File: config.mk
export PLATFORM = sky130hd
export DESIGN_NAME = rbs_div
export DESIGN_NICKNAME = d
export VERILOG_FILES = /design/src/hdl/rbs_pkg.sv /design/src/hdl/rbs_div.sv
export SDC_FILE = /design/constraint.sdc
export NUM_CORES = 2
export LEC_CHECK = 0
export BUFFER_PORTS_ARGS = -buffer_cell sky130_fd_sc_hd__buf_4
export CORE_MARGIN = 4
export CORE_UTILIZATION = 39
export DETAILED_ROUTE_END_ITERATION = 8
export PLACE_DENSITY = 0.57
export SETUP_SLACK_MARGIN = 0.3
export SLEW_MARGIN = 10
export SYNTH_ARGS = -nofsm -noshare
export SYNTH_HDL_FRONTEND = slang
export SYNTH_SLANG_ARGS = --single-unit
File: constraint.sdc
create_clock -name clk_i -period 17.5 [get_ports clk_i]
set_input_delay 2.625 -clock clk_i [delete_from_list [all_inputs] [get_ports clk_i]]
set_output_delay 2.625 -clock clk_i [all_outputs]
set_load 0.01 [all_outputs]
File: src/hdl/rbs_pkg.sv
// ----------------------------------------------------------------------------
// rbs_pkg
// Shared types and constants of the ray versus box slab intersection block.
// ----------------------------------------------------------------------------
package rbs_pkg;

  localparam int unsigned NumAxes         = 3;
  localparam int unsigned CfgIdxW         = 4;
  localparam int unsigned QuotW           = 32;
  localparam int unsigned DivStepsPerStage = 4;
  localparam int unsigned DivStages       = QuotW / DivStepsPerStage;
  // One load stage in front of the quotient stages.
  localparam int unsigned DivLat          = DivStages + 1;

  typedef enum logic [CfgIdxW-1:0] {
    REG_BOX_MIN_X   = 4'd0,
    REG_BOX_MAX_X   = 4'd1,
    REG_BOX_MIN_Y   = 4'd2,
    REG_BOX_MAX_Y   = 4'd3,
    REG_BOX_MIN_Z   = 4'd4,
    REG_BOX_MAX_Z   = 4'd5,
    REG_INVERSE_BOX = 4'd6,
    REG_EPSILON     = 4'd7
  } cfg_reg_e;

  typedef struct packed {
    logic signed [31:0] origin_x;
    logic signed [31:0] origin_y;
    logic signed [31:0] origin_z;
    logic signed [31:0] dir_x;
    logic signed [31:0] dir_y;
    logic signed [31:0] dir_z;
    logic signed [31:0] window_near;
    logic signed [31:0] window_far;
  } ray_t;

  typedef struct packed {
    logic [1:0]         hit_count;
    logic signed [31:0] first_distance;
    logic               first_entering;
    logic signed [31:0] second_distance;
    logic               second_entering;
  } hit_t;

  typedef struct packed {
    logic [32:0] mag_lo;
    logic [32:0] mag_hi;
    logic [31:0] den;
    logic        neg_lo;
    logic        neg_hi;
    logic        par;
    logic        in_slab;
  } front_ax_t;

  typedef struct packed {
    logic neg_lo;
    logic neg_hi;
    logic par;
    logic in_slab;
  } side_ax_t;

  typedef struct packed {
    side_ax_t [NumAxes-1:0] ax;
    logic signed [31:0]     wn;
    logic signed [31:0]     wf;
  } side_t;

endpackage

File: src/hdl/rbs_div.sv
// ----------------------------------------------------------------------------
// rbs_div
// Pipelined restoring divider for (mag << 16) / den, several bits per stage.
// ----------------------------------------------------------------------------
module rbs_div (
  input  logic                         clk_i,
  input  logic                         en_i,
  input  logic [32:0]                  mag_i,
  input  logic [31:0]                  den_i,
  output logic [rbs_pkg::QuotW-1:0]    quot_o,
  output logic                         ovf_o
);

  localparam int unsigned NS = rbs_pkg::DivStages;

  logic [31:0]               rem_q  [NS+1];
  logic [31:0]               num_q  [NS+1];
  logic [31:0]               den_q  [NS+1];
  logic [rbs_pkg::QuotW-1:0] quot_q [NS+1];
  logic                      ovf_q  [NS+1];

  // The quotient fits 32 bits unless mag >= den << 16; that case sets ovf_o.
  always_ff @(posedge clk_i) begin
    if (en_i) begin
      rem_q[0]  <= {15'd0, mag_i[32:16]};
      num_q[0]  <= {mag_i[15:0], 16'd0};
      den_q[0]  <= den_i;
      quot_q[0] <= '0;
      ovf_q[0]  <= {15'd0, mag_i} >= {den_i, 16'd0};
    end
  end

  for (genvar s = 0; s < NS; s++) begin : g_stage
    logic [31:0]               rem_d;
    logic [31:0]               num_d;
    logic [rbs_pkg::QuotW-1:0] quot_d;

    always_comb begin
      logic [32:0] trial;
      rem_d  = rem_q[s];
      num_d  = num_q[s];
      quot_d = quot_q[s];
      for (int k = 0; k < rbs_pkg::DivStepsPerStage; k++) begin
        trial = {rem_d, num_d[31]};
        num_d = {num_d[30:0], 1'b0};
        if (trial >= {1'b0, den_q[s]}) begin
          trial  = trial - {1'b0, den_q[s]};
          quot_d = {quot_d[rbs_pkg::QuotW-2:0], 1'b1};
        end else begin
          quot_d = {quot_d[rbs_pkg::QuotW-2:0], 1'b0};
        end
        rem_d = trial[31:0];
      end
    end

    always_ff @(posedge clk_i) begin
      if (en_i) begin
        rem_q[s+1]  <= rem_d;
        num_q[s+1]  <= num_d;
        den_q[s+1]  <= den_q[s];
        quot_q[s+1] <= quot_d;
        ovf_q[s+1]  <= ovf_q[s];
      end
    end
  end

  assign quot_o = quot_q[NS];
  assign ovf_o  = ovf_q[NS];

endmodule

==> run summary <==
vias in the first global route = 66,528
die height = 458 um
final setup vio count = 0
CP arrival = 16.45 ns
pin count of the biggest net entering global routing = 155
reg2reg start = den_q[0][129]
HP Class = reg2reg
Core ar. = 202,000 um2
Critical Path Start = den_q[0][129]
fin nets = 10,114
IO Port Bufs = 99
ant diodes = 0
GRT overflow = 0
worst setup path endpoint = rem_q[0][170]
die width = 458 um
outcome = finished, final reports clean
CTS tree = built
Remaining DRCs = 0
Fill cells = 20,015
# hold bufs at CTS = 0
average size of a mapped cell = 8.84 um2
Area Overhead vs Synth = 8.85%
CTS resizes = 0
CP Max Fanout = 41
die area = 210,000 um2
period utilization = 91.4%
share of layout cells above drive strength 1 = 9.59%
DR pass1 iterations = 6
first-pass GRT wire length = 401,000 um
Syn Nets = 10,051
CTS buffer count = 89
drt total wl = 269,000 um
worst endpoint required time = 17.96 ns
Synth Warn # = 0
Skew-Pair Late Insertion Delay = 0.74 ns
FF-to-FF End = rem_q[0][170]
Synth Instances = 8,949
CTS H-Tree Depth = 3
Via density = 5.83
Yosys cell types = 95
unrepaired setup endpoints after global routing = false
detailed placement HPWL = 221,000 um
postcts setup bufs = 0
final worst path period need = 15.99 ns
main flop type after synthesis = edfxtp_1
Max Clock Skew = 0.0370 ns
Max stage delay cell, worst path = edfxtp_1
Final TNS setup = 0 ns
Setup crit end kind = flip-flop
commonest non-fill, non-tap cell in the layout = ha_1
vias = 68,571
Final Hold Fails = 0
Setup CP Type = reg2reg
Max Root-Sink Buffers = 3
startpoint types = flip-flop
Post-synth EDFFs = 690
clock sinks = 690
max-cap viol count = 0
antenna viol nets, final = 0
Total Routing Usage GR = 24.6%
Multi-input gate area = 55,700 um2
Slew headroom = 20.5%
initial antenna violation count = 3
io pins = 100
WL/cell = 22.8 um
Sequential Area = 20,700 um2
clock-pin slew on the worst setup and hold paths = 0.06 ns
flop2flop setup slack = 1.51 ns
most frequent cells in the layout = ha_1, a21oi_1, edfxtp_1
Starting DRT DRC Count = 5,139
initial core utilization = 39.2%
sequential area share after synthesis = 26.2%
Post-Syn Area = 79,100 um2
Slew @ Worst Pin = 1.18 ns
clock root cell = clkbuf_16
Core Rows = 165
Max Fclk = 62.5 MHz
FFs w/ async S/R, synth = 0%
Max stage delay on crit path = 0.83 ns
RD Place Congestion = 0.953
synthesized flop and latch total = 690
R2R depth = 49
Slew Viols, Final = 0
## cell type report
class	count	share of cell area (%)
multi-input cells	7527	64.6
inverters	552	2.41
well taps	2672	3.88
flip-flops and latches	690	24.1
clock buffers	95	2.61
repair buffers	152	1.39
clock inverters	69	1.03
## registers in the layout, summed over array words and instances (netlist names)
name and cells:
den_q 256, rem_q 241, quot_q 144, num_q 40, ovf_q 9
## how the worst min path moves through the flow
stage,cells after the start,startpoint,end,slack (ns)
after CTS,0,quot_q[3][51],quot_q[4][23],0.42
after global placement,0,ovf_q[0][5],ovf_q[0][6],0.40
after global routing,0,quot_q[3][10],quot_q[3][46],0.42
final,0,quot_q[3][46],quot_q[4][18],0.41
after detailed placement,0,quot_q[3][8],quot_q[3][44],0.40
after floorplan,0,num_q[0][76],num_q[0][108],0.40
## layer usage
metal	vias to the layer above	part of all wire (%)	wire length, um	track usage (%)
li1	33526	-	-	-
met1	32621	41	111000	29.9
met2	1942	49	131000	43.7
met3	482	4.4	11900	2.35
met4	0	5.2	14000	11.5
met5	-	0	0	0
## Yosys cell counts (39+ instances only)
master / number / area share, %
a211oi_1: 91 / 0.86
a21o_1: 467 / 4.4
a21oi_1: 857 / 5.4
a31oi_1: 74 / 0.59
and2_1: 57 / 0.45
and3_1: 84 / 0.66
and4_1: 40 / 0.44
buf_2: 39 / 0.25
clkbuf_1: 115 / 0.55
edfxtp_1: 690 / 26
ha_1: 1015 / 16
inv_1: 549 / 2.6
mux2_2: 468 / 6.7
nand2_1: 668 / 3.2
nand2b_1: 129 / 1.0
nand3_1: 168 / 1.1
nand4_1: 121 / 0.96
nor2_1: 588 / 2.8
nor2b_1: 120 / 0.95
nor3_1: 124 / 0.78
nor4_1: 54 / 0.43
o211ai_1: 43 / 0.41
o21a_1: 168 / 1.6
o21ai_0: 597 / 3.8
o21bai_1: 135 / 1.3
o31ai_1: 47 / 0.45
or3_1: 39 / 0.31
xnor2_1: 570 / 6.3
xor2_1: 255 / 2.8
## cells by family (layout without fill, tap and decap cells)
| kind of cell | count (synthesis) | count (layout) | share of synthesized area, % |
|---|---|---|---|
| fa+ha+maj | 1035 | 1035 | 16.6 |
| mux | 546 | 546 | 7.78 |
| buf+inv | 732 | 868 | 3.60 |
| compound gates | 2845 | 2845 | 22.9 |
| simple gates | 2276 | 2276 | 13.8 |
| xor+xnor | 825 | 825 | 9.13 |
| flops | 690 | 690 | 26.2 |
## per-stage QoR
step	setup slack [ns]	cell area, um2	util (%)	std cells	hold slack [ns]
2_1_floorplan	4.67	79100	-	8949	0.400
3_3_place_gp	1.70	83000	41.1	11593	0.402
3_5_place_dp	1.73	83000	41.1	11593	0.405
4_1_cts	1.67	86100	42.7	11757	0.416
5_1_grt	0.405	86100	42.7	11757	0.421
6_report	1.51	86100	42.7	11757	0.414
## critical path, delay by kind of cell, from the launching register on
family / cells / cell delay [ns]
compound gates: 25 / 7.44
fa+ha+maj: 4 / 1.48
buf+inv: 5 / 1.98
flops: 1 / 0.83
mux: 2 / 0.89
simple gates: 13 / 3.06
Power is left out: the tool's default activity adds up to more than one toggle a clock period on the data nets, which glitch-free logic cannot reach.
