==> config.mk <==
export PLATFORM = sky130hd
export DESIGN_NAME = rbs_back
export DESIGN_NICKNAME = d
export VERILOG_FILES = /design/src/hdl/rbs_pkg.sv /design/src/hdl/rbs_back.sv
export SDC_FILE = /design/constraint.sdc
export NUM_CORES = 2
export LEC_CHECK = 0
export BUFFER_PORTS_ARGS = -buffer_cell sky130_fd_sc_hd__buf_2
export CAP_MARGIN = 15
export CORE_MARGIN = 1
export CORE_UTILIZATION = 47
export DETAILED_ROUTE_END_ITERATION = 16
export GPL_ROUTABILITY_DRIVEN = 0
export GPL_TIMING_DRIVEN = 0
export HOLD_SLACK_MARGIN = 0.03
export PLACE_DENSITY_LB_ADDON = 0.05
export SLEW_MARGIN = 20
export SYNTH_ARGS = -nofsm -noshare
export SYNTH_HDL_FRONTEND = slang
export SYNTH_SLANG_ARGS = --single-unit
==> constraint.sdc <==
create_clock -name clk_i -period 6.8 [get_ports clk_i]
set_input_delay 0.34 -clock clk_i [delete_from_list [all_inputs] [get_ports clk_i]]
set_output_delay 0.34 -clock clk_i [all_outputs]
set_load 0.03 [all_outputs]
==> src/hdl/rbs_pkg.sv <==
// ----------------------------------------------------------------------------
// rbs_pkg
// Shared types and constants of the ray versus box slab intersection block.
// ----------------------------------------------------------------------------
package rbs_pkg;

  localparam int unsigned NumAxes         = 3;
  localparam int unsigned CfgIdxW         = 4;
  localparam int unsigned QuotW           = 32;
  localparam int unsigned DivStepsPerStage = 4;
  localparam int unsigned DivStages       = QuotW / DivStepsPerStage;
  // One load stage in front of the quotient stages.
  localparam int unsigned DivLat          = DivStages + 1;

  typedef enum logic [CfgIdxW-1:0] {
    REG_BOX_MIN_X   = 4'd0,
    REG_BOX_MAX_X   = 4'd1,
    REG_BOX_MIN_Y   = 4'd2,
    REG_BOX_MAX_Y   = 4'd3,
    REG_BOX_MIN_Z   = 4'd4,
    REG_BOX_MAX_Z   = 4'd5,
    REG_INVERSE_BOX = 4'd6,
    REG_EPSILON     = 4'd7
  } cfg_reg_e;

  typedef struct packed {
    logic signed [31:0] origin_x;
    logic signed [31:0] origin_y;
    logic signed [31:0] origin_z;
    logic signed [31:0] dir_x;
    logic signed [31:0] dir_y;
    logic signed [31:0] dir_z;
    logic signed [31:0] window_near;
    logic signed [31:0] window_far;
  } ray_t;

  typedef struct packed {
    logic [1:0]         hit_count;
    logic signed [31:0] first_distance;
    logic               first_entering;
    logic signed [31:0] second_distance;
    logic               second_entering;
  } hit_t;

  typedef struct packed {
    logic [32:0] mag_lo;
    logic [32:0] mag_hi;
    logic [31:0] den;
    logic        neg_lo;
    logic        neg_hi;
    logic        par;
    logic        in_slab;
  } front_ax_t;

  typedef struct packed {
    logic neg_lo;
    logic neg_hi;
    logic par;
    logic in_slab;
  } side_ax_t;

  typedef struct packed {
    side_ax_t [NumAxes-1:0] ax;
    logic signed [31:0]     wn;
    logic signed [31:0]     wf;
  } side_t;

endpackage

==> src/hdl/rbs_back.sv <==
// ----------------------------------------------------------------------------
// rbs_back
// Saturation, per axis slab intervals, interval merge and hit selection.
// ----------------------------------------------------------------------------
module rbs_back (
  input  logic                                   clk_i,
  input  logic                                   en_i,
  input  logic [2*rbs_pkg::NumAxes-1:0][31:0]    quot_i,
  input  logic [2*rbs_pkg::NumAxes-1:0]          ovf_i,
  input  rbs_pkg::side_t                         side_i,
  input  logic [15:0]                            eps_i,
  input  logic                                   inverse_i,
  output rbs_pkg::hit_t                          hit_o
);

  localparam logic signed [33:0] Unb = 34'sh1_0000_0000;

  logic [rbs_pkg::NumAxes-1:0]              ok_d, ok_q;
  logic signed [rbs_pkg::NumAxes-1:0][33:0] lo_d, lo_q, hi_d, hi_q;
  logic signed [31:0]                       wn_q, wf_q, wn2_q, wf2_q;
  logic signed [33:0]                       near_q, far_q, near_d, far_d;
  logic                                     all_ok_q;

  function automatic logic signed [33:0] sat_quot(logic [31:0] q, logic ovf, logic neg);
    logic [32:0] mag;
    logic [32:0] val;
    if (neg) begin
      mag = (ovf || (q > 32'h8000_0000)) ? 33'h0_8000_0000 : {1'b0, q};
      val = 33'd0 - mag;
    end else begin
      val = (ovf || q[31]) ? 33'h0_7FFF_FFFF : {1'b0, q};
    end
    return 34'($signed({val[31], val[31:0]}));
  endfunction

  always_comb begin
    logic signed [33:0] t1;
    logic signed [33:0] t2;
    logic signed [33:0] e;
    e = $signed({18'd0, eps_i});
    for (int a = 0; a < rbs_pkg::NumAxes; a++) begin
      t1 = sat_quot(quot_i[2*a], ovf_i[2*a], side_i.ax[a].neg_lo);
      t2 = sat_quot(quot_i[2*a+1], ovf_i[2*a+1], side_i.ax[a].neg_hi);
      if (side_i.ax[a].par) begin
        ok_d[a] = side_i.ax[a].in_slab;
        lo_d[a] = -Unb;
        hi_d[a] = Unb;
      end else begin
        ok_d[a] = !((t1 < e) && (t2 < e));
        lo_d[a] = (t1 < t2) ? t1 : t2;
        hi_d[a] = (t1 < t2) ? t2 : t1;
      end
    end
  end

  always_ff @(posedge clk_i) begin
    if (en_i) begin
      ok_q <= ok_d;
      lo_q <= lo_d;
      hi_q <= hi_d;
      wn_q <= side_i.wn;
      wf_q <= side_i.wf;
    end
  end

  // Elements of a packed array select as unsigned, so they are compared as signed here.
  always_comb begin
    near_d = -Unb;
    far_d  = Unb;
    for (int a = 0; a < rbs_pkg::NumAxes; a++) begin
      if ($signed(lo_q[a]) > near_d) begin
        near_d = lo_q[a];
      end
      if ($signed(hi_q[a]) < far_d) begin
        far_d = hi_q[a];
      end
    end
  end

  always_ff @(posedge clk_i) begin
    if (en_i) begin
      near_q   <= near_d;
      far_q    <= far_d;
      all_ok_q <= &ok_q;
      wn2_q    <= wn_q;
      wf2_q    <= wf_q;
    end
  end

  always_comb begin
    logic signed [33:0] wn;
    logic signed [33:0] wf;
    wn    = 34'(wn2_q);
    wf    = 34'(wf2_q);
    hit_o = '0;
    if (all_ok_q && (near_q < far_q) && (far_q > wn) && (near_q < wf)) begin
      if (near_q > wn) begin
        hit_o.hit_count      = 2'd1;
        hit_o.first_distance = near_q[31:0];
        hit_o.first_entering = !inverse_i;
        if (far_q < wf) begin
          hit_o.hit_count       = 2'd2;
          hit_o.second_distance = far_q[31:0];
          hit_o.second_entering = inverse_i;
        end
      end else if (far_q < wf) begin
        hit_o.hit_count      = 2'd1;
        hit_o.first_distance = far_q[31:0];
        hit_o.first_entering = inverse_i;
      end
    end
  end

endmodule

==> PnR_summary.wiki <==
{| class="wikitable"
! Metric !! Value
|-
| Synth Instances || 4,162
|-
| TritonCTS clock tree || built
|-
| Cell Count Post-Placement || 5,560
|-
| Element type at the critical path end || flop
|-
| Maximum number of pins on one net before global-route repair || 104
|-
| Final Hold Fails || 0
|-
| Post-synth EDFFs || 396
|-
| Number of antenna violations at the first check in global routing || 2
|-
| Top-level I/O count || 361
|-
| Switching power as a share of total power || 40.37%
|-
| Synth Warn # || 0
|-
| Count of pins over their slew limit || 0
|-
| Flip-flop and latch count after synthesis || 396
|-
| Maximum vdd drop || 0.1734 mV
|-
| Max stage delay on crit path || 0.59 ns
|-
| Final Skew || 0.03925 ns
|-
| Number of optimization iterations in the first detailed-route pass || 8
|-
| Clk pwr share || 22.7%
|-
| Final period demand of the worst path || 6.662 ns
|-
| Worst min-delay path endpoint || wf2_q[19]
|-
| Final Hold Slack || 0.06928 ns
|-
| Via count of the routed design || 35,600
|-
| Via count of the first global-routing pass || 32,790
|-
| Buffers plus inverters on the worst setup path || 6
|-
| Global-route wire length before repair || 200.0 mm
|-
| NetSw || 4.236 mW
|-
| Leakage power total || 18.48 nW
|-
| Power share of the combinational group || 43.5%
|-
| Cell at the slowest stage of the critical path || or4_4
|-
| Start-to-end type of the worst setup path || primary input to flop
|-
| CTS H-Tree Depth || 2
|-
| ANT nets after route || 0
|-
| Power density cells || 246.3 nW/um^2
|-
| Number of distinct standard cells referenced by the synthesized netlist || 98
|-
| Fraction of layout cells with a size suffix above 1 || 13.52%
|-
| Placement Rows || 102
|-
| Start point of the worst hold path || en_i
|-
| Total detailed-routing wirelength || 136.4 mm
|-
| Crit-path leading delay family || simple AND/OR/NAND/NOR gates
|-
| Sequential cell area fraction in the yosys report || 32.22%
|-
| Post-Syn Area per Cell || 8.869 sq um
|-
| Worst Path Arrival || 6.99 ns
|-
| Largest fanout of any net on the critical path || 10
|-
| Latest clock arrival within the worst-skew pair || 0.61 ns
|-
| Effective utilization at floorplan || 47.57%
|-
| Via density || 6.238
|-
| Drt first-iter violations || 3,609
|-
| Relative area change from synthesis to final layout || 15.40%
|-
| Net count, final || 5,409
|-
| Final clock period utilization by the worst path || 97.97%
|-
| Flop2flop setup slack || 0.31 ns
|-
| Hold WC Path Type || primary input to flop
|-
| Detailed placer's ending HPWL || 109.6 mm
|-
| Cell internal power dissipation || 6.256 mW
|-
| Crit path launch type || primary input
|-
| Routed WL per cell || 23.90 um
|-
| Max Freq || 0.1501 GHz
|-
| Area of the core || 77,590 sq um
|-
| Worst-path clk slew || 0.06 ns
|-
| Async S/R FF share, synth || 0%
|-
| Final standard cell count with taps included and fillers excluded || 5,707
|-
| Cell occurring most often along the worst timing path || nor4_4
|-
| Total routing resource utilization after global routing || 33.33%
|-
| Number of max-capacitance violations reported || 0
|-
| Final number of setup-violating endpoints || 0
|-
| Root buf cell || clkbuf_16
|-
| Number of I/O port buffers || 353
|-
| PnR Total Power || 10.49 mW
|-
| Result of the run || completed
|-
| Register share of total power || 33.8%
|-
| Global route total overflow || 0
|-
| Start of the worst register-to-register path || hi_q[32]
|-
| Worst r2r path cells || 24
|-
| Post-synthesis instance area || 36,910 sq um
|-
| Slew margin rel. || 21.90%
|-
| Required time of the critical path || 7.13 ns
|-
| Reg-to-reg critical path endpoint || far_q[6]
|-
| Cells on Worst Hold Path || 1
|-
| Number of sinks handled by clock tree synthesis || 396
|-
| Post-route setup slack || 0.1383 ns
|-
| X dimension of the die || 282.2 um
|-
| Pre-CTS setup slack || -1.683 ns
|-
| Die area || 79,660 sq um
|-
| DRC violations left || 0
|-
| Die Y-Extent || 282.2 um
|-
| Clock buffers created by TritonCTS || 43
|-
| Post-Synthesis Net Count || 4,938
|-
| Clock tree buffer depth || 3
|-
| Most used flip-flop cell after synthesis || edfxtp_1
|-
| Slew @ Worst Pin || 1.164 ns
|}
==> layer usage <==
layer / GRT usage (%) / up-vias / share of wire [%] / wire, um
met3: 3.626 / 311 / 7.4 / 10100
li1: - / 16750 / - / -
met1: 43.11 / 16910 / 41 / 55550
met2: 55.41 / 1636 / 46 / 63210
met5: 0 / - / 0.0095 / 13
met4: 16.27 / 2 / 5.5 / 7496
==> power by group through the flow <==
stage	clock (mW)	combinational, mW	sequential (mW)
final	2.39	4.56	3.55
after global routing	2.52	5.00	3.57
after CTS	2.43	4.43	3.54
after detailed placement	0	4.33	3.59
after global placement	0	4.26	3.61
after floorplan	0	2.91	3.37
==> layout make-up <==
class | count | area (sq um)
Fill cell | 7314 | 35000
Multi-Input combinational cell | 3222 | 23210
Sequential cell | 396 | 11890
Timing Repair Buffer | 427 | 2570
Tap cell | 1040 | 1301
Inverter | 340 | 1276
Clock buffer | 46 | 1087
Buffer | 203 | 914.6
Clock inverter | 32 | 339.1
Antenna cell | 1 | 2.502
==> placed cells by master, fill, tap and decap left out, types with 73 or more instances in the layout <==
cell,count
a21o_1,131
ha_1,483
nor3_1,131
nand3_1,113
nand2_1,319
o21ai_0,195
clkbuf_1,126
buf_2,371
inv_1,335
mux2i_1,134
a21oi_1,317
nand4_1,87
a211oi_1,73
nor2_1,340
nor4_1,75
edfxtp_1,396
==> how the worst max path moves through the flow <==
stage	to	start	cells past startpoint	slack [ns]
finish	lo_q[45]	quot_i[76]	26	0.14
global route	lo_q[19]	quot_i[8]	28	-0.02
CTS	far_q[15]	hi_q[31]	25	0.005
detailed placement	far_q[18]	hi_q[32]	25	-1.68
global placement	lo_q[54]	quot_i[87]	28	-1.80
floorplan	far_q[24]	hi_q[32]	26	0.31
==> sequential cells by signal (all words and copies together), names as in the netlist, 3 cells and up <==
signal	count
far_q	33
hi_q	99
lo_q	99
near_q	33
ok_q	3
wf2_q	32
wf_q	32
wn2_q	32
wn_q	32
==> Yosys cell counts (9+ instances only) <==
cell type  count  area [sq um]
a211oi_1      75         563.0
a21o_1       131         983.4
a21oi_1      322          1612
a221o_1       11         110.1
a221oi_1      18         157.7
a311oi_1      25         219.0
a31oi_1       32         200.2
and2_1        21         131.4
and3_1        15         93.84
and4_1        13         113.9
buf_1         22         82.58
buf_2         16         80.08
clkbuf_1     158         593.1
edfxtp_1     396         11890
ha_1         483          6043
inv_1        335          1257
mux2_1        48         540.5
mux2_2        36         405.4
mux2i_1      143          1431
nand2_1      321          1205
nand2b_1      43         269.0
nand3_1      113         565.5
nand3b_1      36         270.3
nand4_1       87         544.3
nand4b_1       9         78.83
nor2_1       340          1276
nor2b_1       24         150.1
nor3_1       133         665.6
nor4_1        82         513.0
o2111ai_1      9         78.83
o211ai_1      33         247.7
o21a_1        34         255.2
o21ai_0      196         980.9
o21ai_1       13         65.06
o221ai_1      14         122.6
o22a_1        12         105.1
o22ai_1       15         93.84
o311ai_0      23         201.4
o31a_1        12         105.1
o31ai_1       28         210.2
o41ai_1       14         122.6
or2_2         25         156.4
or3_1         47         294.0
or4_1         32         240.2
==> worst register-to-register path: cells and delay by family (launching register included) <==
family,cells,cell delay [ns]
muxes,3,1.06
adders and majority gates,2,0.66
buffers and inverters,4,0.81
AOI/OAI and AO/OA,12,2.76
and+or+nand+nor,3,0.46
DFF,1,0.50
==> cells by family (layout without fill, tap and decap cells) <==
family	Yosys count	after routing	synth area share, %
muxes	227	227	6.440
xor gates and xnor gates	13	13	0.3085
DFF	396	396	32.22
and+or+nand+nor	1376	1376	18.79
AOI/OAI and AO/OA	1123	1123	20.17
adders and majority gates	483	483	16.37
other	0	1	0
buffers and inverters	544	1048	5.698
==> through the flow <==
step | cell area, sq um | utilization, % | TNS [ns]
after CTS | 42400 | 54.64 | 0
after detailed placement | 40160 | 51.76 | -202.14
after floorplan | 36910 | - | 0
final | 42600 | 54.90 | 0
after global routing | 42600 | 54.90 | -0.06250
after global placement | 39980 | 51.52 | -419.87
==> repair_timing <==
| action | in CTS | in global routing |
|---|---|---|
| buffers inserted | 2 | 3 |
| pin swaps | 1 | 4 |
| hold endpoints to repair | 64 | 0 |
| gates resized for setup | 45 | 79 |
| hold buffers | 64 | 0 |
| endpoints found under the setup margin | 185 | 254 |
(Power assumes the default switching activity.)
