## src/hdl/rbs_pkg.sv

```systemverilog
// ----------------------------------------------------------------------------
// rbs_pkg
// Shared types and constants of the ray versus box slab intersection block.
// ----------------------------------------------------------------------------
package rbs_pkg;

  localparam int unsigned NumAxes         = 3;
  localparam int unsigned CfgIdxW         = 4;
  localparam int unsigned QuotW           = 32;
  localparam int unsigned DivStepsPerStage = 4;
  localparam int unsigned DivStages       = QuotW / DivStepsPerStage;
  // One load stage in front of the quotient stages.
  localparam int unsigned DivLat          = DivStages + 1;

  typedef enum logic [CfgIdxW-1:0] {
    REG_BOX_MIN_X   = 4'd0,
    REG_BOX_MAX_X   = 4'd1,
    REG_BOX_MIN_Y   = 4'd2,
    REG_BOX_MAX_Y   = 4'd3,
    REG_BOX_MIN_Z   = 4'd4,
    REG_BOX_MAX_Z   = 4'd5,
    REG_INVERSE_BOX = 4'd6,
    REG_EPSILON     = 4'd7
  } cfg_reg_e;

  typedef struct packed {
    logic signed [31:0] origin_x;
    logic signed [31:0] origin_y;
    logic signed [31:0] origin_z;
    logic signed [31:0] dir_x;
    logic signed [31:0] dir_y;
    logic signed [31:0] dir_z;
    logic signed [31:0] window_near;
    logic signed [31:0] window_far;
  } ray_t;

  typedef struct packed {
    logic [1:0]         hit_count;
    logic signed [31:0] first_distance;
    logic               first_entering;
    logic signed [31:0] second_distance;
    logic               second_entering;
  } hit_t;

  typedef struct packed {
    logic [32:0] mag_lo;
    logic [32:0] mag_hi;
    logic [31:0] den;
    logic        neg_lo;
    logic        neg_hi;
    logic        par;
    logic        in_slab;
  } front_ax_t;

  typedef struct packed {
    logic neg_lo;
    logic neg_hi;
    logic par;
    logic in_slab;
  } side_ax_t;

  typedef struct packed {
    side_ax_t [NumAxes-1:0] ax;
    logic signed [31:0]     wn;
    logic signed [31:0]     wf;
  } side_t;

endpackage

```

## src/hdl/rbs_front.sv

```systemverilog
// ----------------------------------------------------------------------------
// rbs_front
// Per axis plane offsets and magnitudes, |dir|, parallel and in-slab tests.
// ----------------------------------------------------------------------------
module rbs_front (
  input  rbs_pkg::ray_t                                ray_i,
  input  logic [rbs_pkg::NumAxes-1:0][31:0]            box_min_i,
  input  logic [rbs_pkg::NumAxes-1:0][31:0]            box_max_i,
  input  logic [15:0]                                  eps_i,
  output rbs_pkg::front_ax_t [rbs_pkg::NumAxes-1:0]    ax_o
);

  logic [rbs_pkg::NumAxes-1:0][31:0] org;
  logic [rbs_pkg::NumAxes-1:0][31:0] dir;

  assign org = {ray_i.origin_z, ray_i.origin_y, ray_i.origin_x};
  assign dir = {ray_i.dir_z, ray_i.dir_y, ray_i.dir_x};

  always_comb begin
    logic signed [32:0] num_lo;
    logic signed [32:0] num_hi;
    logic [32:0]        dneg;
    logic [31:0]        ad;
    for (int a = 0; a < rbs_pkg::NumAxes; a++) begin
      num_lo = $signed({box_min_i[a][31], box_min_i[a]}) - $signed({org[a][31], org[a]});
      num_hi = $signed({box_max_i[a][31], box_max_i[a]}) - $signed({org[a][31], org[a]});
      dneg   = 33'd0 - {dir[a][31], dir[a]};
      ad     = dir[a][31] ? dneg[31:0] : dir[a];
      ax_o[a].mag_lo = num_lo[32] ? 33'(-num_lo) : 33'(num_lo);
      ax_o[a].mag_hi = num_hi[32] ? 33'(-num_hi) : 33'(num_hi);
      ax_o[a].den    = ad;
      ax_o[a].neg_lo = num_lo[32] ^ dir[a][31];
      ax_o[a].neg_hi = num_hi[32] ^ dir[a][31];
      ax_o[a].par    = ad <= {16'd0, eps_i};
      ax_o[a].in_slab = !(($signed(org[a]) < $signed(box_min_i[a])) ||
                          ($signed(org[a]) > $signed(box_max_i[a])));
    end
  end

endmodule

```

## config.mk

```make
export PLATFORM = sky130hd
export DESIGN_NAME = rbs_front
export DESIGN_NICKNAME = d
export VERILOG_FILES = /design/src/hdl/rbs_pkg.sv /design/src/hdl/rbs_front.sv
export SDC_FILE = /design/constraint.sdc
export NUM_CORES = 1
export LEC_CHECK = 0
export BUFFER_PORTS_ARGS = -buffer_cell sky130_fd_sc_hd__buf_4
export CAP_MARGIN = 20
export CELL_PAD_IN_SITES_DETAIL_PLACEMENT = 1
export CELL_PAD_IN_SITES_GLOBAL_PLACEMENT = 1
export CORE_AREA = 2 2 300 302
export DETAILED_ROUTE_END_ITERATION = 7
export DIE_AREA = 0 0 302 304
export GPL_ROUTABILITY_DRIVEN = 0
export GPL_TIMING_DRIVEN = 0
export PLACE_DENSITY = 0.61
export RECOVER_POWER = 100
export SYNTH_ARGS = -nofsm -noshare
export SYNTH_HDL_FRONTEND = slang
export SYNTH_SLANG_ARGS = --single-unit
export TNS_END_PERCENT = 1
```

## constraint.sdc

```tcl
create_clock -name vclk -period 15.98
set_input_delay 3.196 -clock vclk [all_inputs]
set_output_delay 3.196 -clock vclk [all_outputs]
set_load 0.02 [all_outputs]
```

==> results of run 1 <==
[worst max path at each step]
stage | slack (ns) | startpoint | end | cells past startpoint
6_report | 4.27 | ray_i[173] | ax_o[245] | 16
5_1_grt | 4.01 | ray_i[173] | ax_o[245] | 16
4_1_cts | 4.71 | ray_i[173] | ax_o[243] | 16
3_5_place_dp | 4.75 | ray_i[173] | ax_o[243] | 16
3_3_place_gp | 4.75 | ray_i[173] | ax_o[243] | 16
2_1_floorplan | 5.82 | box_max_i[0] | ax_o[68] | 12
[layout make-up]
cell class | instances | area [um2] | share of cell area
Buffer | 120 | 465.4 | 0.01834
Tap cell | 1176 | 1471 | 0.05799
Inverter | 192 | 720.7 | 0.02840
Timing Repair Buffer | 711 | 4218 | 0.1662
Multi-Input combinational cell | 2676 | 18440 | 0.7268
Antenna cell | 23 | 57.56 | 0.002268
[kinds of logic after synthesis]
logic type,Yosys count,share of synthesized area
AO/OA/AOI/OAI,964,0.3162
XOR/XNOR,411,0.1833
AND/OR/NAND/NOR,1032,0.2670
multiplexers,8,0.004332
buffers and inverters,312,0.06059
adder cells (fa/ha/maj),261,0.1686
[synthesized netlist by cell type (all sizes together) (10+ instances only)]
master	instances	area share
and3	28	0.0089
and4	13	0.0058
a211oi	29	0.011
a311oi	10	0.0045
or4	23	0.0092
or3	44	0.014
o211ai	33	0.013
a21oi	270	0.069
o21ai	225	0.057
xor2	125	0.056
inv	192	0.037
nand2	274	0.052
a31oi	35	0.011
xnor2	286	0.13
nor4	34	0.011
ha	255	0.16
a211o	13	0.0058
a31o	10	0.0045
o21bai	15	0.0057
o31ai	58	0.022
nand2b	49	0.016
and2	27	0.0086
clkbuf	112	0.021
nor2b	37	0.012
o22ai	13	0.0041
or2	20	0.0064
o21a	40	0.015
o41ai	24	0.011
nor2	225	0.043
nor3b	13	0.0050
nand3	50	0.013
a21o	62	0.024
nor3	81	0.021
nand4	70	0.022
a21boi	17	0.0065
[worst min-delay path, cell delays in order]
cell and delay [ns]:
buf_4 0.09, nor4b_1 0.05, clkbuf_1 0.17
[per-layer routing]
metal,global-route usage,share of wire,vias to the layer above
met5,0,0.00022,-
met4,0.06873,0.032,4
met3,0.02120,0.043,114
met2,0.3411,0.47,614
met1,0.2703,0.46,11909
li1,-,-,12443
[stage by stage]
stage / total power (W) / cell area [um2]
global placement: 0.001723 / 26400
detailed placement: 0.001732 / 26420
finish: 0.001572 / 25380
global route: 0.001713 / 25380
CTS: 0.001740 / 26420
floorplan: 0.001033 / 19640
[cell usage in the layout (no fill, tap or decap), types with 37 or more instances in the layout]
cell / Yosys / layout
a21oi_1: 270 / 270
or3_1: 44 / 44
xor2_1: 125 / 125
o21a_1: 40 / 40
nor3_1: 81 / 81
nor2_1: 225 / 225
o31ai_1: 58 / 58
nand2_1: 274 / 274
inv_1: 192 / 192
xnor2_1: 286 / 286
nand4_1: 70 / 70
nand3_1: 50 / 50
a21o_1: 62 / 62
clkbuf_1: 112 / 409
ha_1: 255 / 255
nand2b_1: 49 / 49
nor2b_1: 37 / 37
buf_4: 4 / 415
o21ai_0: 220 / 223
[power by group through the flow]
stage	registers [W]	logic (W)	clock network (W)
2_1_floorplan	0	0.00103	0
3_3_place_gp	0	0.00172	0
3_5_place_dp	0	0.00173	0
4_1_cts	0	0.00174	0
5_1_grt	0	0.00171	0.000000000193
6_report	0	0.00157	0.000000000194
==> results.json, run 1 <==
{
  "sequentialPowerShare": 0,
  "status": "complete, no violations",
  "vias": 25084,
  "io_pins": 770,
  "critPathMaxFanout": 10,
  "final-setup-viol-count": 0,
  "seq_area_um2": 0,
  "p_int_w": 0.0005244,
  "yosysUniqueCellTypes": 84,
  "grt_start_max_net_pins": 11,
  "synth_seq_area_share": 0,
  "end_kind": "output pin",
  "pre_cts_ws_ns": 4.746,
  "combPwrFrac": 1.000,
  "worstSetupStartpointType": "input port",
  "crit_buf_inv": 5,
  "hold_viol_final": 0,
  "core_area_mm2": 0.08905,
  "required_ns": 12.78,
  "post-route-drc-count": 0,
  "synth_area_mm2": 0.01964,
  "antenna_found_initial": 26,
  "crit_path_frequent_cell": "clkbuf_1",
  "syn_to_final_growth_pct": 29.21,
  "cpPeakStageDelay_ns": 0.70,
  "grt_pass1_wl_um": 148200,
  "p_sw_frac": 0.6665,
  "wire_per_inst_um": 20.30,
  "timing.slew.headroom": 0.2435,
  "crit_family": "compound AO/OA/AOI/OAI gates",
  "period_share": 0.7330,
  "dp.cells": 4873,
  "clkPwrFrac": 0,
  "post-dp-hpwl_um": 89460,
  "slowest_stage": "a31oi_1",
  "hold_buffers": 0,
  "drv_cap": 0,
  "track_usage": 0.2037,
  "hold_path_depth": 3,
  "ir_worst_vdd_uv": 35.90,
  "std_cell_rows": 110,
  "power-per-cell-area_mw_per_mm2": 61.96,
  "wirelength_um": 99440,
  "whs_ns": 6.703,
  "crit_chain": "buf_4 -> inv_1 -> ha_1 -> clkbuf_1 -> a21oi_1 -> o21ai_0 -> a221o_1 -> o311ai_0 -> a31oi_1 -> a2111oi_0 -> nor3_1 -> a31oi_1 -> clkbuf_1 -> o31ai_1 -> xnor2_1 -> clkbuf_1",
  "vias_per_cell": 5.121,
  "drtAntennaViolNets": 0,
  "cts_resized": 0,
  "layout_setup_ws_ns": 4.267,
  "min_to": "ax_o[137]",
  "period_needed_ns": 11.71,
  "drtIter0Drc": 1212,
  "gr-total-overflow": 0,
  "switching_power_w": 0.001048,
  "total_leakage_power_nw": 10.52,
  "nClkBuffers": 0,
  "syn_nets": 3713,
  "tns_ns": 0,
  "finalMaxSlewViolations": 0,
  "seq_cell_count": 0,
  "max_freq_mhz": 85.38,
  "floorplan.die.height_um": 304,
  "die_x_um": 302,
  "fillers": 11547,
  "critPathKind": "input port to output pin",
  "fin_cells": 4898,
  "grt_pass1_vias": 24968,
  "rsz0062_at_grt": "false",
  "tightest_slew_ns": 1.121,
  "drtPass1Iterations": 5,
  "yosysWarnings": 0,
  "cts_setup_buffers": 0,
  "port_buffers": 705,
  "synthCells": 2988,
  "hp-class": "input port to output pin",
  "drive_gt1_frac": 0.1254,
  "hold_path.startpoint": "ray_i[126]",
  "initial_core_util": 0.2205,
  "final_nets": 4426,
  "die_area_mm2": 0.09181,
  "arrival_ns": 8.52,
  "post-route-util": 0.2850,
  "postSynthAreaPerCell_um2": 6.573
}
Power figures use the tool's default switching activity.
==> run 2, diff against run 1 <==
Settings changed: CORE_AREA 2 2 300 302 to 2 2 299 301, DIE_AREA 0 0 302 304 to 0 0 301 303, PLACE_DENSITY 0.61 to 0.63.
Clock period 15.98 ns to 10.2 ns, I/O delays scaled along.
==> run 2 against run 1 <==
Against the previous run:
- global-route usage about the same
- via count down 0.19%
- utilization increased by 0.30 points
- power increased by 57%
- largest cell class unchanged
- highest routed layer unchanged
==> results.json, run 2 (synthesized netlist as in run 1, its figures left out) <==
{
  "max_freq_mhz": 109.7,
  "drtAntennaViolNets": 0,
  "slowest_stage": "a2111oi_0",
  "tightest_slew_ns": 1.182,
  "drtPass1Iterations": 5,
  "die_area_mm2": 0.09120,
  "final_cell_mix": "buf_4 (415), clkbuf_1 (409), xnor2_1 (286)",
  "core_area_mm2": 0.08797,
  "antenna_found_initial": 14,
  "layout_commonest_cell": "buf_4",
  "crit_buf_inv": 4,
  "fillers": 11455,
  "required_ns": 8.16,
  "power_w": 0.002464,
  "cts_resized": 0,
  "pre_cts_ws_ns": 1.391,
  "status": "complete, no violations",
  "total_leakage_power_nw": 10.52,
  "grt_pass1_wl_um": 147500,
  "period_needed_ns": 9.112,
  "ir_worst_vdd_uv": 52.05,
  "post-dp-hpwl_um": 89190,
  "crit_chain": "buf_4 -> inv_1 -> ha_1 -> clkbuf_1 -> a211o_1 -> or2_2 -> o21ai_0 -> xnor2_1 -> a2111oi_0 -> nand4bb_1 -> nor3b_1 -> nor3b_1 -> a31oi_1 -> xnor2_1 -> clkbuf_1",
  "final_area_mm2": 0.02533,
  "syn_to_final_growth_pct": 28.98,
  "placed_area_mm2": 0.02640,
  "cts_setup_buffers": 0,
  "wire_per_inst_um": 20.36,
  "port_buffers": 705,
  "nClkBuffers": 0,
  "worstSetupStartpointType": "input port",
  "critPathKind": "input port to output pin",
  "fin_cells": 4876,
  "dp.cells": 4861,
  "floorplan.die.height_um": 303,
  "arrival_ns": 7.07,
  "end_kind": "output pin",
  "vias": 25036,
  "seq_cell_count": 0,
  "hold_buffers": 0,
  "timing.slew.headroom": 0.2040,
  "finalMaxSlewViolations": 0,
  "layout_setup_ws_ns": 1.088,
  "gr-total-overflow": 0,
  "die_x_um": 301,
  "hold_viol_final": 0,
  "multiInputGateArea_mm2": 0.01844,
  "period_share": 0.8933,
  "wirelength_um": 99270,
  "final-setup-viol-count": 0,
  "drv_cap": 0,
  "critPathMaxFanout": 8,
  "seq_area_um2": 0,
  "grt_start_max_net_pins": 11,
  "io_pins": 770,
  "post-route-drc-count": 0,
  "track_usage": 0.2039,
  "hold_path.startpoint": "ray_i[116]",
  "final_nets": 4426,
  "crit_family": "compound AO/OA/AOI/OAI gates",
  "grt_pass1_vias": 25156,
  "drtIter0Drc": 1181,
  "power-per-cell-area_mw_per_mm2": 97.28,
  "std_cell_rows": 109,
  "cpPeakStageDelay_ns": 0.89,
  "tns_ns": 0,
  "hp-class": "input port to output pin",
  "vias_per_cell": 5.135,
  "drive_gt1_frac": 0.1252,
  "rsz0062_at_grt": "false",
  "crit_start": "ray_i[197]",
  "initial_core_util": 0.2233
}
[run 2: cell type report]
| type | count | share of cell area |
|---|---|---|
| multi-input combinational | 2676 | 0.7279 |
| antenna | 12 | 0.001185 |
| inverter | 192 | 0.02845 |
| buffer | 120 | 0.01837 |
| timing repair buffer | 711 | 0.1665 |
| tap | 1165 | 0.05755 |
[run 2: power by group]
group | total [W] | switching, W | leakage (nW) | internal [W]
Sequential | 0 | 0 | 0 | 0
Clock | 0.000000000158 | 0 | 0.0000761 | 0.000000000158
Combinational | 0.00246 | 0.00164 | 10.5 | 0.000820
Total | 0.00246 | 0.00164 | 10.5 | 0.000820
[run 2: through the flow]
step / util / hold WS, ns
3_3_place_gp: 0.3000 / 4.381
3_5_place_dp: 0.3002 / 4.384
5_1_grt: 0.2880 / 4.416
6_report: 0.2880 / 4.396
4_1_cts: 0.3002 / 4.386
2_1_floorplan: - / 4.172
[run 2: layer usage]
| layer | routed length, um | GRT usage | share of wire | vias up |
|---|---|---|---|---|
| met5 | 16 | 0 | 0.00016 | - |
| met4 | 3005 | 0.06077 | 0.030 | 2 |
| met3 | 4403 | 0.02499 | 0.044 | 109 |
| met2 | 46840 | 0.3499 | 0.47 | 567 |
| met1 | 45010 | 0.2660 | 0.45 | 11941 |
| li1 | - | - | - | 12417 |
[run 2: path summary, 6_finish.rpt]
path | slack, ns | cells after the start | end
setup / recovery | 1.09 | 15 | ax_o[168]
hold / removal | 4.40 | 3 | ax_o[126]
[run 2: worst min-delay path, cell delays in order]
cell and delay (ns):
buf_4 0.09, xor2_1 0.07, buf_4 0.16
==> run 3, diff against run 2 <==
Settings changed: PLACE_DENSITY 0.63 to unset, PLACE_DENSITY_LB_ADDON set to 0.1.
==> run 3 against run 2 <==
Against the previous run:
- critical path depth grew 1
- combinational power hardly changed
- die area is the same
- largest power group unchanged
- highest routed layer unchanged
- critical path type unchanged
- sequential share of layout area unchanged
- utilization hardly changed
==> results.json, run 3 (synthesized netlist as in run 1, its figures left out) <==
{
  "grt_pass1_vias": 24668,
  "hp-class": "input port to output pin",
  "initial_core_util": 0.2233,
  "drv_cap": 0,
  "hold_path_depth": 3,
  "use_met3": 0.03387,
  "layout_commonest_cell": "buf_4",
  "wire_per_inst_um": 21.63,
  "grt_start_max_net_pins": 11,
  "syn_to_final_growth_pct": 29.00,
  "min_to": "ax_o[126]",
  "nClkBuffers": 0,
  "drtIter0Drc": 1285,
  "crit_chain": "buf_4 -> inv_1 -> ha_1 -> clkbuf_1 -> a21oi_1 -> o21ai_0 -> a221o_1 -> o311ai_0 -> a31oi_1 -> a2111oi_0 -> nor3_1 -> a31oi_1 -> clkbuf_1 -> o21ai_0 -> xnor2_1 -> clkbuf_1",
  "port_buffers": 705,
  "hold_buffers": 0,
  "core_area_mm2": 0.08797,
  "final_area_mm2": 0.02533,
  "status": "complete, no violations",
  "die_x_um": 301,
  "post-route-drc-count": 0,
  "period_share": 0.9197,
  "placed_area_mm2": 0.02643,
  "final_nets": 4426,
  "tightest_slew_ns": 1.148,
  "final_cell_mix": "buf_4 (413), clkbuf_1 (412), xnor2_1 (286)",
  "drtAntennaViolNets": 0,
  "cts_resized": 0,
  "whs_ns": 4.399,
  "tns_ns": 0,
  "drive_gt1_frac": 0.1249,
  "vias_per_cell": 5.076,
  "worstSetupStartpointType": "input port",
  "use_met1": 0.2892,
  "cpPeakStageDelay_ns": 0.70,
  "io_pins": 770,
  "top_usage_layer": "met2",
  "finalMaxSlewViolations": 0,
  "std_cell_rows": 109,
  "crit_family": "compound AO/OA/AOI/OAI gates",
  "ir_worst_vdd_uv": 47.37,
  "wirelength_um": 105500,
  "die_area_mm2": 0.09120,
  "final-setup-viol-count": 0,
  "hold_path.startpoint": "ray_i[116]",
  "arrival_ns": 7.34,
  "critPathKind": "input port to output pin",
  "gr-total-overflow": 0,
  "slowest_stage": "a31oi_1",
  "drtPass1Iterations": 5,
  "period_needed_ns": 9.381,
  "crit_buf_inv": 5,
  "fillers": 11430,
  "power-per-cell-area_mw_per_mm2": 98.41,
  "total_leakage_power_nw": 10.52,
  "required_ns": 8.16,
  "path_depth": 16,
  "grt_use_met2": 0.3698,
  "critPathMaxFanout": 10,
  "track_usage": 0.2181,
  "max_freq_mhz": 106.6,
  "floorplan.die.height_um": 303,
  "hold_viol_final": 0,
  "vias": 24756,
  "post-dp-hpwl_um": 95260,
  "end_kind": "output pin",
  "seq_area_um2": 0,
  "grt_pass1_wl_um": 155100,
  "crit_path_frequent_cell": "clkbuf_1",
  "timing.slew.headroom": 0.2250,
  "antenna_found_initial": 20,
  "cts_setup_buffers": 0,
  "seq_cell_count": 0,
  "rsz0062_at_grt": "false"
}
[run 3: cell types whose count changed in the layout (fill, tap and decap cells not counted), sizes merged]
cell / before / now
diode: 12 / 13
clkbuf: 411 / 413
buf: 420 / 417
clkdlybuf4s18: 0 / 1
[run 3: routing by layer]
layer,routed length (um),vias up
li1,-,12428
met1,48850,11714
met2,49450,524
met3,5133,76
met4,1980,14
met5,97,-
[run 3: worst max path at each step]
stage	start	slack, ns	endpoint
2_1_floorplan	box_max_i[0]	2.35	ax_o[68]
3_3_place_gp	ray_i[173]	1.16	ax_o[248]
3_5_place_dp	ray_i[173]	1.11	ax_o[248]
4_1_cts	ray_i[173]	1.08	ax_o[248]
5_1_grt	ray_i[173]	0.38	ax_o[248]
6_report	ray_i[173]	0.82	ax_o[248]
[run 3: layout make-up]
cell class,instances,area [um2],area share
diodes,13,32.53,0.001284
plain buffers,120,465.4,0.01837
inverters,192,720.7,0.02845
multi-input cells,2676,18440,0.7280
well taps,1165,1458,0.05754
repair buffers,711,4215,0.1664
[run 3: report_power, final]
group | total (W) | switching (W) | internal [W]
Combinational | 0.00249 | 0.00167 | 0.000821
Clock | 0.000000000172 | 0 | 0.000000000172
Sequential | 0 | 0 | 0
Total | 0.00249 | 0.00167 | 0.000821
[run 3: metrics by stage]
stage / instances / util / total power (W) / worst slack, ns
2_1_floorplan: 2988 / - / 0.001618 / 2.351
3_3_place_gp: 4858 / 0.3000 / 0.002753 / 1.158
3_5_place_dp: 4862 / 0.3004 / 0.002756 / 1.107
4_1_cts: 4862 / 0.3004 / 0.002770 / 1.083
5_1_grt: 4877 / 0.2880 / 0.002727 / 0.3807
6_report: 4877 / 0.2880 / 0.002493 / 0.8190
